===== src/hw/rtl/assert_macros.svh =====
// Assertion helpers for the scheduler RTL.
// Define NO_ASSERTIONS to compile them out.
`ifndef ASSERT_MACROS_SVH
`define ASSERT_MACROS_SVH
`ifndef NO_ASSERTIONS
// prop must hold at every clock edge outside reset
`define ASSERT_CLK(lbl, clk, rst, prop) \
  lbl: assert property (@(posedge clk) disable iff (rst) (prop)) \
    else $error("assertion failed");
// cond must never be true outside reset
`define ASSERT_NEVER(lbl, clk, rst, cond) \
  lbl: assert property (@(posedge clk) disable iff (rst) !(cond)) \
    else $error("forbidden condition seen");
`else
`define ASSERT_CLK(lbl, clk, rst, prop)
`define ASSERT_NEVER(lbl, clk, rst, cond)
`endif
`endif


===== src/hw/rtl/ptts_pkg.sv =====
package ptts_pkg;

  localparam int NUM_TASKS_DEF = 8;
  localparam int MAX_RESULTS   = 8;
  // period in the upper byte, countdown in the lower byte
  localparam int ENTRY_W       = 16;

  typedef logic [31:0] in_tdata_t;   // slot, period, first_delay, handler_present
  typedef logic [7:0]  out_tdata_t;  // status, task_slot
  typedef logic [2:0]  tslot_t;
  typedef logic [3:0]  cnt_t;        // 0 .. MAX_RESULTS

  typedef enum logic {
    FUNC_CREATE = 1'b0,
    FUNC_TICK   = 1'b1
  } func_t;

  typedef enum logic {
    KIND_CREATE = 1'b0,
    KIND_DUE    = 1'b1
  } kind_t;

  typedef enum logic [1:0] {
    STAT_OK    = 2'd0,
    STAT_RANGE = 2'd1,
    STAT_TAKEN = 2'd2
  } status_t;

  typedef enum logic [1:0] {
    ST_IDLE,
    ST_WALK,
    ST_FLUSH
  } state_t;

  // result request from the controller to the output register
  typedef struct packed {
    logic    valid;
    kind_t   kind;
    status_t status;
    tslot_t  task_slot;
    logic    last;
  } res_t;

endpackage


===== src/hw/rtl/ptts_ram.sv =====
// Simple dual-port RAM, one write port, one registered read port.
module ptts_ram #(
  parameter int WIDTH = 16,
  parameter int DEPTH = 8,
  localparam int ADDR_W = (DEPTH > 1) ? $clog2(DEPTH) : 1
) (
  input  logic                      clk,
  input  logic                      we,
  input  logic [ADDR_W-1:0]         waddr,
  input  logic [WIDTH-1:0]          wdata,
  input  logic                      re,
  input  logic [ADDR_W-1:0]         raddr,
  output logic [WIDTH-1:0]          rdata
);

  logic [WIDTH-1:0] mem [DEPTH];

  always_ff @(posedge clk) begin
    if (we) begin
      mem[waddr] <= wdata;
    end
    if (re) begin
      rdata <= mem[raddr];
    end
  end

endmodule


===== src/hw/rtl/ptts_out.sv =====
// Output register: takes one request when empty or being drained.
module ptts_out (
  input  logic                   clk,
  input  logic                   rst,
  input  ptts_pkg::res_t         push,
  output logic                   push_ready,
  output logic                   m_tvalid,
  input  logic                   m_tready,
  output ptts_pkg::out_tdata_t   m_tdata,   // [1:0] status, [4:2] task_slot
  output logic                   m_tuser,   // kind
  output logic                   m_tlast    // last
);

  ptts_pkg::res_t hold;

  assign push_ready = !hold.valid || m_tready;

  always_ff @(posedge clk) begin
    if (rst) begin
      hold.valid <= 1'b0;
    end else if (push.valid && push_ready) begin
      hold <= push;
    end else if (m_tready) begin
      hold.valid <= 1'b0;
    end
  end

  assign m_tvalid = hold.valid;
  assign m_tdata  = ptts_pkg::out_tdata_t'({hold.task_slot, hold.status});
  assign m_tuser  = hold.kind;
  assign m_tlast  = hold.last;

endmodule


===== src/hw/rtl/ptts_ctrl.sv =====
`include "assert_macros.svh"

// Slot table controller: valid bits in flops, period/countdown in RAM.
// Tick walks one slot per cycle unless a full output register stalls it: read slot i+1 while writing back slot i.
module ptts_ctrl #(
  parameter int NUM_TASKS = ptts_pkg::NUM_TASKS_DEF
) (
  input  logic             clk,
  input  logic             rst,
  input  logic             s_tvalid,
  output logic             s_tready,
  input  ptts_pkg::func_t  func,
  input  logic [7:0]       slot,
  input  logic [7:0]       period,
  input  logic [7:0]       first_delay,
  input  logic             handler_present,
  output ptts_pkg::res_t   push,
  input  logic             push_ready
);

  localparam int IDX_W = (NUM_TASKS > 1) ? $clog2(NUM_TASKS) : 1;
  localparam logic [IDX_W-1:0] LAST_IDX = IDX_W'(NUM_TASKS - 1);

  ptts_pkg::state_t     state, state_next;
  logic [IDX_W-1:0]     ev_idx, ev_idx_next;
  logic                 pend_valid, pend_valid_next;
  logic [IDX_W-1:0]     pend_idx, pend_idx_next;
  ptts_pkg::cnt_t       count, count_next;
  logic [NUM_TASKS-1:0] slot_valid, slot_valid_next;

  logic                        ram_we, ram_re;
  logic [IDX_W-1:0]            ram_waddr, ram_raddr;
  logic [ptts_pkg::ENTRY_W-1:0] ram_wdata, ram_rdata;

  logic [7:0]       rd_period, rd_cd;
  logic             cur_valid, due, report, stall;
  logic [IDX_W-1:0] slot_idx;
  ptts_pkg::status_t create_status;

  ptts_ram #(
    .WIDTH (ptts_pkg::ENTRY_W),
    .DEPTH (NUM_TASKS)
  ) u_ram (
    .clk   (clk),
    .we    (ram_we),
    .waddr (ram_waddr),
    .wdata (ram_wdata),
    .re    (ram_re),
    .raddr (ram_raddr),
    .rdata (ram_rdata)
  );

  assign rd_period = ram_rdata[15:8];
  assign rd_cd     = ram_rdata[7:0];
  assign cur_valid = slot_valid[ev_idx];
  assign due       = cur_valid && (rd_cd == 8'd0);
  assign report    = due && (count < ptts_pkg::MAX_RESULTS);
  assign slot_idx  = slot[IDX_W-1:0];

  always_ff @(posedge clk) begin
    if (rst) begin
      state      <= ptts_pkg::ST_IDLE;
      ev_idx     <= '0;
      pend_valid <= 1'b0;
      count      <= '0;
      slot_valid <= '0;
    end else begin
      state      <= state_next;
      ev_idx     <= ev_idx_next;
      pend_valid <= pend_valid_next;
      count      <= count_next;
      slot_valid <= slot_valid_next;
    end
  end

  always_ff @(posedge clk) begin
    pend_idx <= pend_idx_next;
  end

  always_comb begin
    state_next      = state;
    ev_idx_next     = ev_idx;
    pend_valid_next = pend_valid;
    pend_idx_next   = pend_idx;
    count_next      = count;
    slot_valid_next = slot_valid;
    push            = '0;
    s_tready        = 1'b0;
    stall           = 1'b0;
    create_status   = ptts_pkg::STAT_OK;
    ram_we          = 1'b0;
    ram_waddr       = ev_idx;
    ram_wdata       = {rd_period, rd_cd - 8'd1};
    ram_re          = 1'b0;
    ram_raddr       = ev_idx + 1'b1;

    unique case (state)
      ptts_pkg::ST_IDLE: begin
        s_tready = push_ready;
        if (s_tvalid && push_ready) begin
          if (func == ptts_pkg::FUNC_CREATE) begin
            priority if (slot >= 8'(NUM_TASKS)) begin
              create_status = ptts_pkg::STAT_RANGE;
            end else if (slot_valid[slot_idx]) begin
              create_status = ptts_pkg::STAT_TAKEN;
            end else begin
              create_status             = ptts_pkg::STAT_OK;
              ram_we                    = 1'b1;
              ram_waddr                 = slot_idx;
              ram_wdata                 = {period, first_delay};
              slot_valid_next[slot_idx] = handler_present;
            end
            push.valid     = 1'b1;
            push.kind      = ptts_pkg::KIND_CREATE;
            push.status    = create_status;
            push.task_slot = '0;
            push.last      = 1'b1;
          end else begin
            ram_re          = 1'b1;
            ram_raddr       = '0;
            ev_idx_next     = '0;
            pend_valid_next = 1'b0;
            count_next      = '0;
            state_next      = ptts_pkg::ST_WALK;
          end
        end
      end

      ptts_pkg::ST_WALK: begin
        // a new due slot pushes the held one out; wait if the output is busy
        stall = report && pend_valid && !push_ready;
        if (!stall) begin
          if (cur_valid) begin
            ram_we    = 1'b1;
            ram_wdata = {rd_period, due ? rd_period : (rd_cd - 8'd1)};
          end
          if (report) begin
            count_next      = count + 1'b1;
            pend_valid_next = 1'b1;
            pend_idx_next   = ev_idx;
            if (pend_valid) begin
              push.valid     = 1'b1;
              push.kind      = ptts_pkg::KIND_DUE;
              push.status    = ptts_pkg::STAT_OK;
              push.task_slot = ptts_pkg::tslot_t'(pend_idx);
              push.last      = 1'b0;
            end
          end
          if (ev_idx == LAST_IDX) begin
            state_next = ptts_pkg::ST_FLUSH;
          end else begin
            ram_re      = 1'b1;
            ev_idx_next = ev_idx + 1'b1;
          end
        end
      end

      ptts_pkg::ST_FLUSH: begin
        if (!pend_valid) begin
          state_next = ptts_pkg::ST_IDLE;
        end else if (push_ready) begin
          push.valid      = 1'b1;
          push.kind       = ptts_pkg::KIND_DUE;
          push.status     = ptts_pkg::STAT_OK;
          push.task_slot  = ptts_pkg::tslot_t'(pend_idx);
          push.last       = 1'b1;
          pend_valid_next = 1'b0;
          state_next      = ptts_pkg::ST_IDLE;
        end
      end

      default: begin
        state_next = ptts_pkg::ST_IDLE;
      end
    endcase
  end

  `ASSERT_CLK(a_push_taken, clk, rst, push.valid |-> push_ready)
  `ASSERT_CLK(a_count_cap, clk, rst, count <= ptts_pkg::MAX_RESULTS)
  `ASSERT_CLK(a_stall_hold, clk, rst, (state == ptts_pkg::ST_WALK && stall) |=> (state == ptts_pkg::ST_WALK && $stable(ev_idx)))
  `ASSERT_NEVER(a_ram_clash, clk, rst, ram_we && ram_re && (ram_waddr == ram_raddr))

endmodule


===== src/hw/rtl/periodic_task_tick_scheduler_core.sv =====
// Channel  Dir  Handshake          tuser  tdata (low bit up)                                 tlast
// s_*      in   s_tvalid/s_tready  func   slot[7:0] period[15:8] first_delay[23:16] hp[24]   -
// m_*      out  m_tvalid/m_tready  kind   status[1:0] task_slot[4:2]                         last
//
// Create request: status result loaded into the output register when the request is accepted.
// Tick request: one slot per cycle, unless stalled, through the RAM read-modify-write
//   pipe (read slot i+1 while slot i is written back), then a flush state emits the last held result, if any.
// Reset (rst, synchronous) clears the valid bits at once; period/countdown RAM needs no
//   clearing pass since an entry is only used while its valid bit is set, set only by a write.
// A low m_tready with a full output register holds the walk when another due result needs it.
module periodic_task_tick_scheduler_core #(
  parameter int NUM_TASKS = ptts_pkg::NUM_TASKS_DEF
) (
  input  logic                  clk,
  input  logic                  rst,
  // input requests
  input  logic                  s_tvalid,
  output logic                  s_tready,
  input  ptts_pkg::in_tdata_t   s_tdata,   // [7:0] slot, [15:8] period,
                                           // [23:16] first_delay, [24] handler_present
  input  logic                  s_tuser,   // func
  // results
  output logic                  m_tvalid,
  input  logic                  m_tready,
  output ptts_pkg::out_tdata_t  m_tdata,   // [1:0] status, [4:2] task_slot
  output logic                  m_tuser,   // kind
  output logic                  m_tlast    // last
);

  ptts_pkg::res_t  push;
  logic            push_ready;
  ptts_pkg::func_t func;

  assign func = ptts_pkg::func_t'(s_tuser);

  // slot table and walk sequencer
  ptts_ctrl #(
    .NUM_TASKS (NUM_TASKS)
  ) u_ctrl (
    .clk             (clk),
    .rst             (rst),
    .s_tvalid        (s_tvalid),
    .s_tready        (s_tready),
    .func            (func),
    .slot            (s_tdata[7:0]),
    .period          (s_tdata[15:8]),
    .first_delay     (s_tdata[23:16]),
    .handler_present (s_tdata[24]),
    .push            (push),
    .push_ready      (push_ready)
  );

  // result register toward the master side
  ptts_out u_out (
    .clk        (clk),
    .rst        (rst),
    .push       (push),
    .push_ready (push_ready),
    .m_tvalid   (m_tvalid),
    .m_tready   (m_tready),
    .m_tdata    (m_tdata),
    .m_tuser    (m_tuser),
    .m_tlast    (m_tlast)
  );

endmodule

===== config.mk =====
export PLATFORM = sky130hd
export DESIGN_NAME = periodic_task_tick_scheduler_core
export DESIGN_NICKNAME = d
export VERILOG_FILES = /design/src/hw/rtl/ptts_pkg.sv /design/src/hw/rtl/ptts_ram.sv /design/src/hw/rtl/ptts_out.sv /design/src/hw/rtl/ptts_ctrl.sv /design/src/hw/rtl/periodic_task_tick_scheduler_core.sv
export VERILOG_INCLUDE_DIRS = /design/src /design/src/hw/rtl
export SDC_FILE = /design/constraint.sdc
export NUM_CORES = 1
export LEC_CHECK = 0
export BUFFER_PORTS_ARGS = -buffer_cell sky130_fd_sc_hd__buf_2
export CAP_MARGIN = 10
export CORE_ASPECT_RATIO = 0.9
export CORE_UTILIZATION = 62
export CTS_CLUSTER_DIAMETER = 120
export DETAILED_ROUTE_END_ITERATION = 8
export PLACE_DENSITY = 0.92
export SLEW_MARGIN = 20
export SYNTH_ARGS = -nofsm -noshare
export SYNTH_HDL_FRONTEND = slang
export SYNTH_SLANG_ARGS = --single-unit

===== constraint.sdc =====
create_clock -name clk -period 7.2 [get_ports clk]
set_clock_uncertainty 0.15 [all_clocks]
set_input_delay 1.44 -clock clk [delete_from_list [all_inputs] [get_ports clk]]
set_output_delay 1.44 -clock clk [all_outputs]
set_load 0.1 [all_outputs]

# Word-level counts from Yosys, hierarchy flattened
# Memory sizes are Yosys's and may differ from the RTL's. A register that Yosys moved wholly into a read port is not among the register bits.
# Cells that the tools add are included.
[totals] register_bits=29 latch_bits=0 mem_bits_rw=128 mem_bits_ro=0 input_bits=37 output_inout_bits=12 word_cells=131 mem_count=1
[classes] addsub=3 multipliers=0 n_div=0 magnitude_cmp=5 n_eq_ne=10 shift=0 muxes=74 bitwise_logic=5 reduce_logical=22
[memory_table] memory="u_ctrl.u_ram.mem" depth=8 word_bits=16 read_ports=1 rd_ports_with_merged_regs=1 write_ports=1 line="ptts_ram.sv:16" rtl="logic [WIDTH-1:0] mem [DEPTH];"
[op_table] op="8-bit two-way mux" n=10
[op_table] op="16-bit two-way mux" n=4
[op_table] op="3-bit two-way mux" n=12
[op_table] op="16-bit one-hot mux with 2 select lines" n=1
[op_table] op="5-bit AND reduction" n=5
[op_table] op="1-bit two-way mux" n=24
[op_table] op="8-bit one-hot mux with 3 select lines" n=1
[op_table] op="2-bit two-way mux" n=8
[op_table] op="4-bit two-way mux" n=4
[op_table] op="8-bit bitwise mux" n=1
[op_table] op="8-bit by 4-bit greater-or-equal comparator with 1-bit output (second input constant)" n=1
[op_table] op="8-bit logical NOT" n=1
[op_table] op="3-bit by 4-bit < comparator with 1-bit output (second input constant)" n=2
[op_table] op="4-bit one-hot mux with 2 select lines" n=1
[op_table] op="8-bit by 1-bit subtractor with 8-bit output (second input constant)" n=1
[op_table] op="1-bit logical AND" n=7
[op_table] op="1-bit binary-select mux with 3-bit select" n=2
[op_table] op="2-bit by 1-bit != test with 1-bit output (second input constant)" n=3
[op_table] op="2-bit != test (second input constant)" n=3
[op_table] op="2-bit one-hot mux with 3 select lines" n=1
[op_table] op="3-bit one-hot mux with 2 select lines" n=1
[op_table] op="1-bit inverter" n=5
[op_table] op="4-bit by 1-bit adder with 4-bit output (second input constant)" n=1
[op_table] op="4-bit < comparator (second input constant)" n=1
[op_table] op="16 further kinds" n=19

# Longest topological paths before layout
[logic_depth] depth_word=10 mapped_depth=9 mapped_depth_nobuf=8

# Modules after synthesis
# Synthesis repeated with hierarchy kept, for this count alone.
[unflattened] hier_cells=463 area_unflattened_um2=7677.4
[by_module_without_submodules] mod="ptts_ram" instances=1 cells_each=214 area_each_um2=5454.0 seq_area_each_um2=4324.1
[by_module_without_submodules] mod="ptts_ctrl" instances=1 cells_each=233 area_each_um2=1931.9 seq_area_each_um2=450.4
[by_module_without_submodules] mod="ptts_out" instances=1 cells_each=16 area_each_um2=291.5 seq_area_each_um2=230.2

# Least setup slack after synthesis
# OpenSTA, ideal clock, no wires.
[synth_timing] path_kind="input port to flip-flop" start="input port s_tdata[0]" end="memory u_ctrl.u_ram.mem[4][0], enable pin" setup_time_ns=0.414 arrival_ns=4.092 required_time_ns=6.636 path_slack_ns=2.543 path_stages=6 path_buffers=1 path_cell_list="buf_6 > mux4_2 > mux2_4 > nor3_2 > nand2_1 > o31ai_1"
[synth_via] elab_chain_len=9 word_cells_on_any_way=15 cone_classes="order compare: 1; mux: 14"
[synth_lines] item="start: declaration" line="periodic_task_tick_scheduler_core.sv:19" rtl="input ptts_pkg::in_tdata_t s_tdata,"
[synth_lines] item="1-bit binary-select mux with 3-bit select" line="ptts_ctrl.sv:104" rtl="end else if (slot_valid[slot_idx]) begin"
[synth_lines] item="1-bit two-way mux (implied by the code)" line="ptts_ctrl.sv:104"
[synth_lines] item="1-bit two-way mux" line="ptts_ctrl.sv:104"
[synth_lines] item="1-bit two-way mux" line="ptts_ctrl.sv:102" rtl="priority if (slot >= 8'(NUM_TASKS)) begin"
[synth_lines] item="1-bit two-way mux" line="ptts_ctrl.sv:101" rtl="if (func == ptts_pkg::FUNC_CREATE) begin"
[synth_lines] item="1-bit two-way mux" line="ptts_ctrl.sv:100" rtl="if (s_tvalid && push_ready) begin"
[synth_lines] item="1-bit one-hot mux with 2 select lines" line="ptts_ctrl.sv:97" rtl="unique case (state)"
[synth_lines] item="1-bit two-way mux" line="ptts_ram.sv:19" rtl="if (we) begin"
[synth_lines] item="1-bit two-way mux (implied by the code)" line="ptts_ram.sv:20" rtl="mem[waddr] <= wdata;"
[synth_lines] item="end: declaration" line="ptts_ram.sv:16"
# Parallel ways exist; a longest one is shown, timed or not. The select of a mux whose other input is x is not followed.

# Worst setup path in the final report
[layout_timing] start="input port s_tdata[0]" end="memory u_ctrl.u_ram.mem[0][15], enable pin"
# Same word-level chain as after synthesis.

==> run metrics <==
total CTS buffers=17; clock tree sinks=173; Syn Area/Cell=14.5 um^2; critical setup path kind=in -> reg; Reg clk slew, reported paths=0.07 ns; H-tree Lvls=4; hold crit path type=reg -> reg; largest net degree at the start of global routing=38; Port Buffer Count=38; startpoint types=input port; cts repair resizes=0; Setup TNS Final=0 ns; Inst Count DP=706; CTS Buffer Depth=2; VDD IR-drop max=0.000200 V; CTS tree=done; Crit. End Element=flop; worst slew pin tran=1.02 ns; Post-Syn Area=0.00767 mm^2; Final setup viols=0; Ports=49; Initial DRC Count=651; pins over their slew limit=0; Worst Path Arrival=4.08 ns; status=finished clean; Netlist cell types=58; Total Power=2.40 mW; Die Y=108 um; Core Footprint=0.0121 mm^2; drt total wl=17800 um; ANT nets after route=0; vias in the first global route=4877; FP Rows=38; main flop type after synthesis=edfxtp_1; Nets=611; proportion of layout cells with a drive suffix above 1=19.9%; CTS Hold Bufs=0; sequential share of power=49.1%; final cell count without fillers=737; worst-skew pair later-pin latency=0.43 ns; FF+latch count, synth=173; DP HPWL=10800 um; ys async rst share=0%; routed len/inst=24.1 um; area grow syn2layout=12.6%; largest area contributor in the netlist=edfxtp_1; Period minus WS final=4.17 ns; Placed Instance Area=0.00803 mm^2; final instance area=0.00864 mm^2; register area share after synthesis=65.2%; DIE WIDTH=119 um; GPL Wtd Cong=0.901; Net Sw Frac=25.1%; share of the synthesized area in the top cell type=60.3%; post-CTS setup buffers=0; RSZ-0062 raised after global routing=no; commonest non-fill, non-tap cell in the layout=edfxtp_1; Gate power share=11.4%; Synth area leaders=edfxtp_1 60%, mux2i_1 5.5%, mux4_2 5.3%; # Max-Cap Violations=0; Fin. Hold Viols=0; Max Freq=240 MHz; Warnings, synthesis=0; DR vias=5106; via/cell ratio=6.93; Post-synth EDFFs=154; drt pass-1 iters=5; NetSw=0.604 mW; post-route DRC violation count=0; Int Power=1.80 mW; global-route wire length before repair=26900 um; Syn Inst Count=528; P_leak=3.08 nW; most frequent cells in the layout=154 x edfxtp_1, 42 x mux2i_1, 38 x nand2_1, 38 x buf_2, 32 x nor2_1; Initial Util=63.5%; Pwr Density=278 mW/mm^2; Worst EP required=7.10 ns; initial antenna violation count=0; fin crit share=58.0%; # diodes=0; Clk pwr share=39.5%; worst-path fanout max=16; Slew HR=31.2%; die area=0.0128 mm^2; root buffer cell=clkbuf_16; gr usage total=29.4%; Remaining Overflow, GRT=0
## flip-flops by register name, indices dropped and copies added, names as in the netlist
| register | count |
|---|---|
| u_ctrl.count | 4 |
| u_out.m_tuser | 1 |
| u_ctrl.u_ram.rdata | 16 |
| u_ctrl.pend_idx | 3 |
| u_ctrl.ev_idx | 3 |
| u_out.m_tlast | 1 |
| u_ctrl.pend_valid | 1 |
| u_ctrl.slot_valid | 8 |
| u_ctrl.state | 2 |
| u_out.m_tdata | 5 |
| u_out.m_tvalid | 1 |
| u_ctrl.u_ram.mem | 128 |
## routing by layer
| layer | vias up | global-route usage (%) | share of wire (%) |
|---|---|---|---|
| li1 | 2154 | - | - |
| met1 | 2489 | 35.4 | 36 |
| met2 | 387 | 48.1 | 49 |
| met3 | 76 | 8.79 | 11 |
| met4 | 0 | 15.9 | 4.3 |
| met5 | - | 0 | 0 |
## worst paths after layout
| path | start | cells after the start | endpoint | slack (ns) |
|---|---|---|---|---|
| worst max-delay path | s_tdata[0] | 6 | u_ctrl.u_ram.mem[0][15] | 3.03 |
| worst min-delay path | u_ctrl.slot_valid[4] | 2 | u_ctrl.slot_valid[4] | 0.35 |
| worst max register to register | u_ctrl.ev_idx[0] | 5 | u_ctrl.u_ram.mem[5][0] | 3.47 |
| worst min register to register | u_ctrl.slot_valid[4] | 2 | u_ctrl.slot_valid[4] | 0.35 |
## Yosys cell counts, types with 3 or more instances
master    instances
nor2_1           32
and2_1            5
nand4_1           9
a22o_1            9
nand2_1          38
o21ai_0           7
a221oi_1         16
xor2_1            4
buf_4             4
edfxtp_1        154
a31oi_1          10
mux2_2            4
buf_2             5
nor2b_1           7
a221o_1           5
nor4_1            7
ha_1              9
or4_1             5
dfxtp_1          19
inv_1            11
a41oi_1           6
nor3_1            7
nand3_1           7
nor3b_1           3
buf_1             3
mux4_2           18
clkbuf_1         19
o31ai_1           5
o211ai_1          3
or3_1             6
mux2i_1          42
nand4b_1          3
nand2b_1          7
a21oi_1           8
## cell type report
cell class / count / area [um^2]
flip-flops and latches: 173 / 5010
fillers: 722 / 3440
multi-input cells: 312 / 2480
clock buffers: 18 / 429
repair buffers: 50 / 293
well taps: 160 / 200
clock inverters: 13 / 183
inverters: 11 / 41.3
## critical path, stage by stage
cell and delay (ns):
buf_2 0.20, mux4_2 0.52, mux2_4 0.33, nor4_1 0.75
nand2_1 0.11, nand2_1 0.72
## per-stage QoR
step | util, % | worst slack (ns) | hold WS (ns)
global placement | 66.3 | 2.73 | 0.316
global route | 71.5 | 3.02 | 0.372
floorplan | - | 2.54 | 0.288
CTS | 71.5 | 3.13 | 0.356
finish | 71.5 | 3.03 | 0.352
detailed placement | 66.5 | 2.70 | 0.337
## power by group through the flow
stage / combinational [mW] / sequential, mW / clock [mW]
finish: 0.273 / 1.18 / 0.949
global route: 0.288 / 1.18 / 0.997
CTS: 0.266 / 1.18 / 0.958
detailed placement: 0.262 / 1.20 / 0
global placement: 0.240 / 1.20 / 0
floorplan: 0.184 / 1.20 / 0
## logic make-up (layout without fill, tap and decap cells)
kind of cell,count (synthesis),count (layout),synth area share (%)
other cells,1,3,0.0489
fa+ha+maj,9,9,1.47
compound gates,81,81,8.11
simple gates,147,147,10.0
buf+inv,45,92,2.69
flops,173,173,65.2
xor+xnor,6,6,0.685
mux,66,66,11.7
Note: power is estimated with default switching activity, not from simulation.
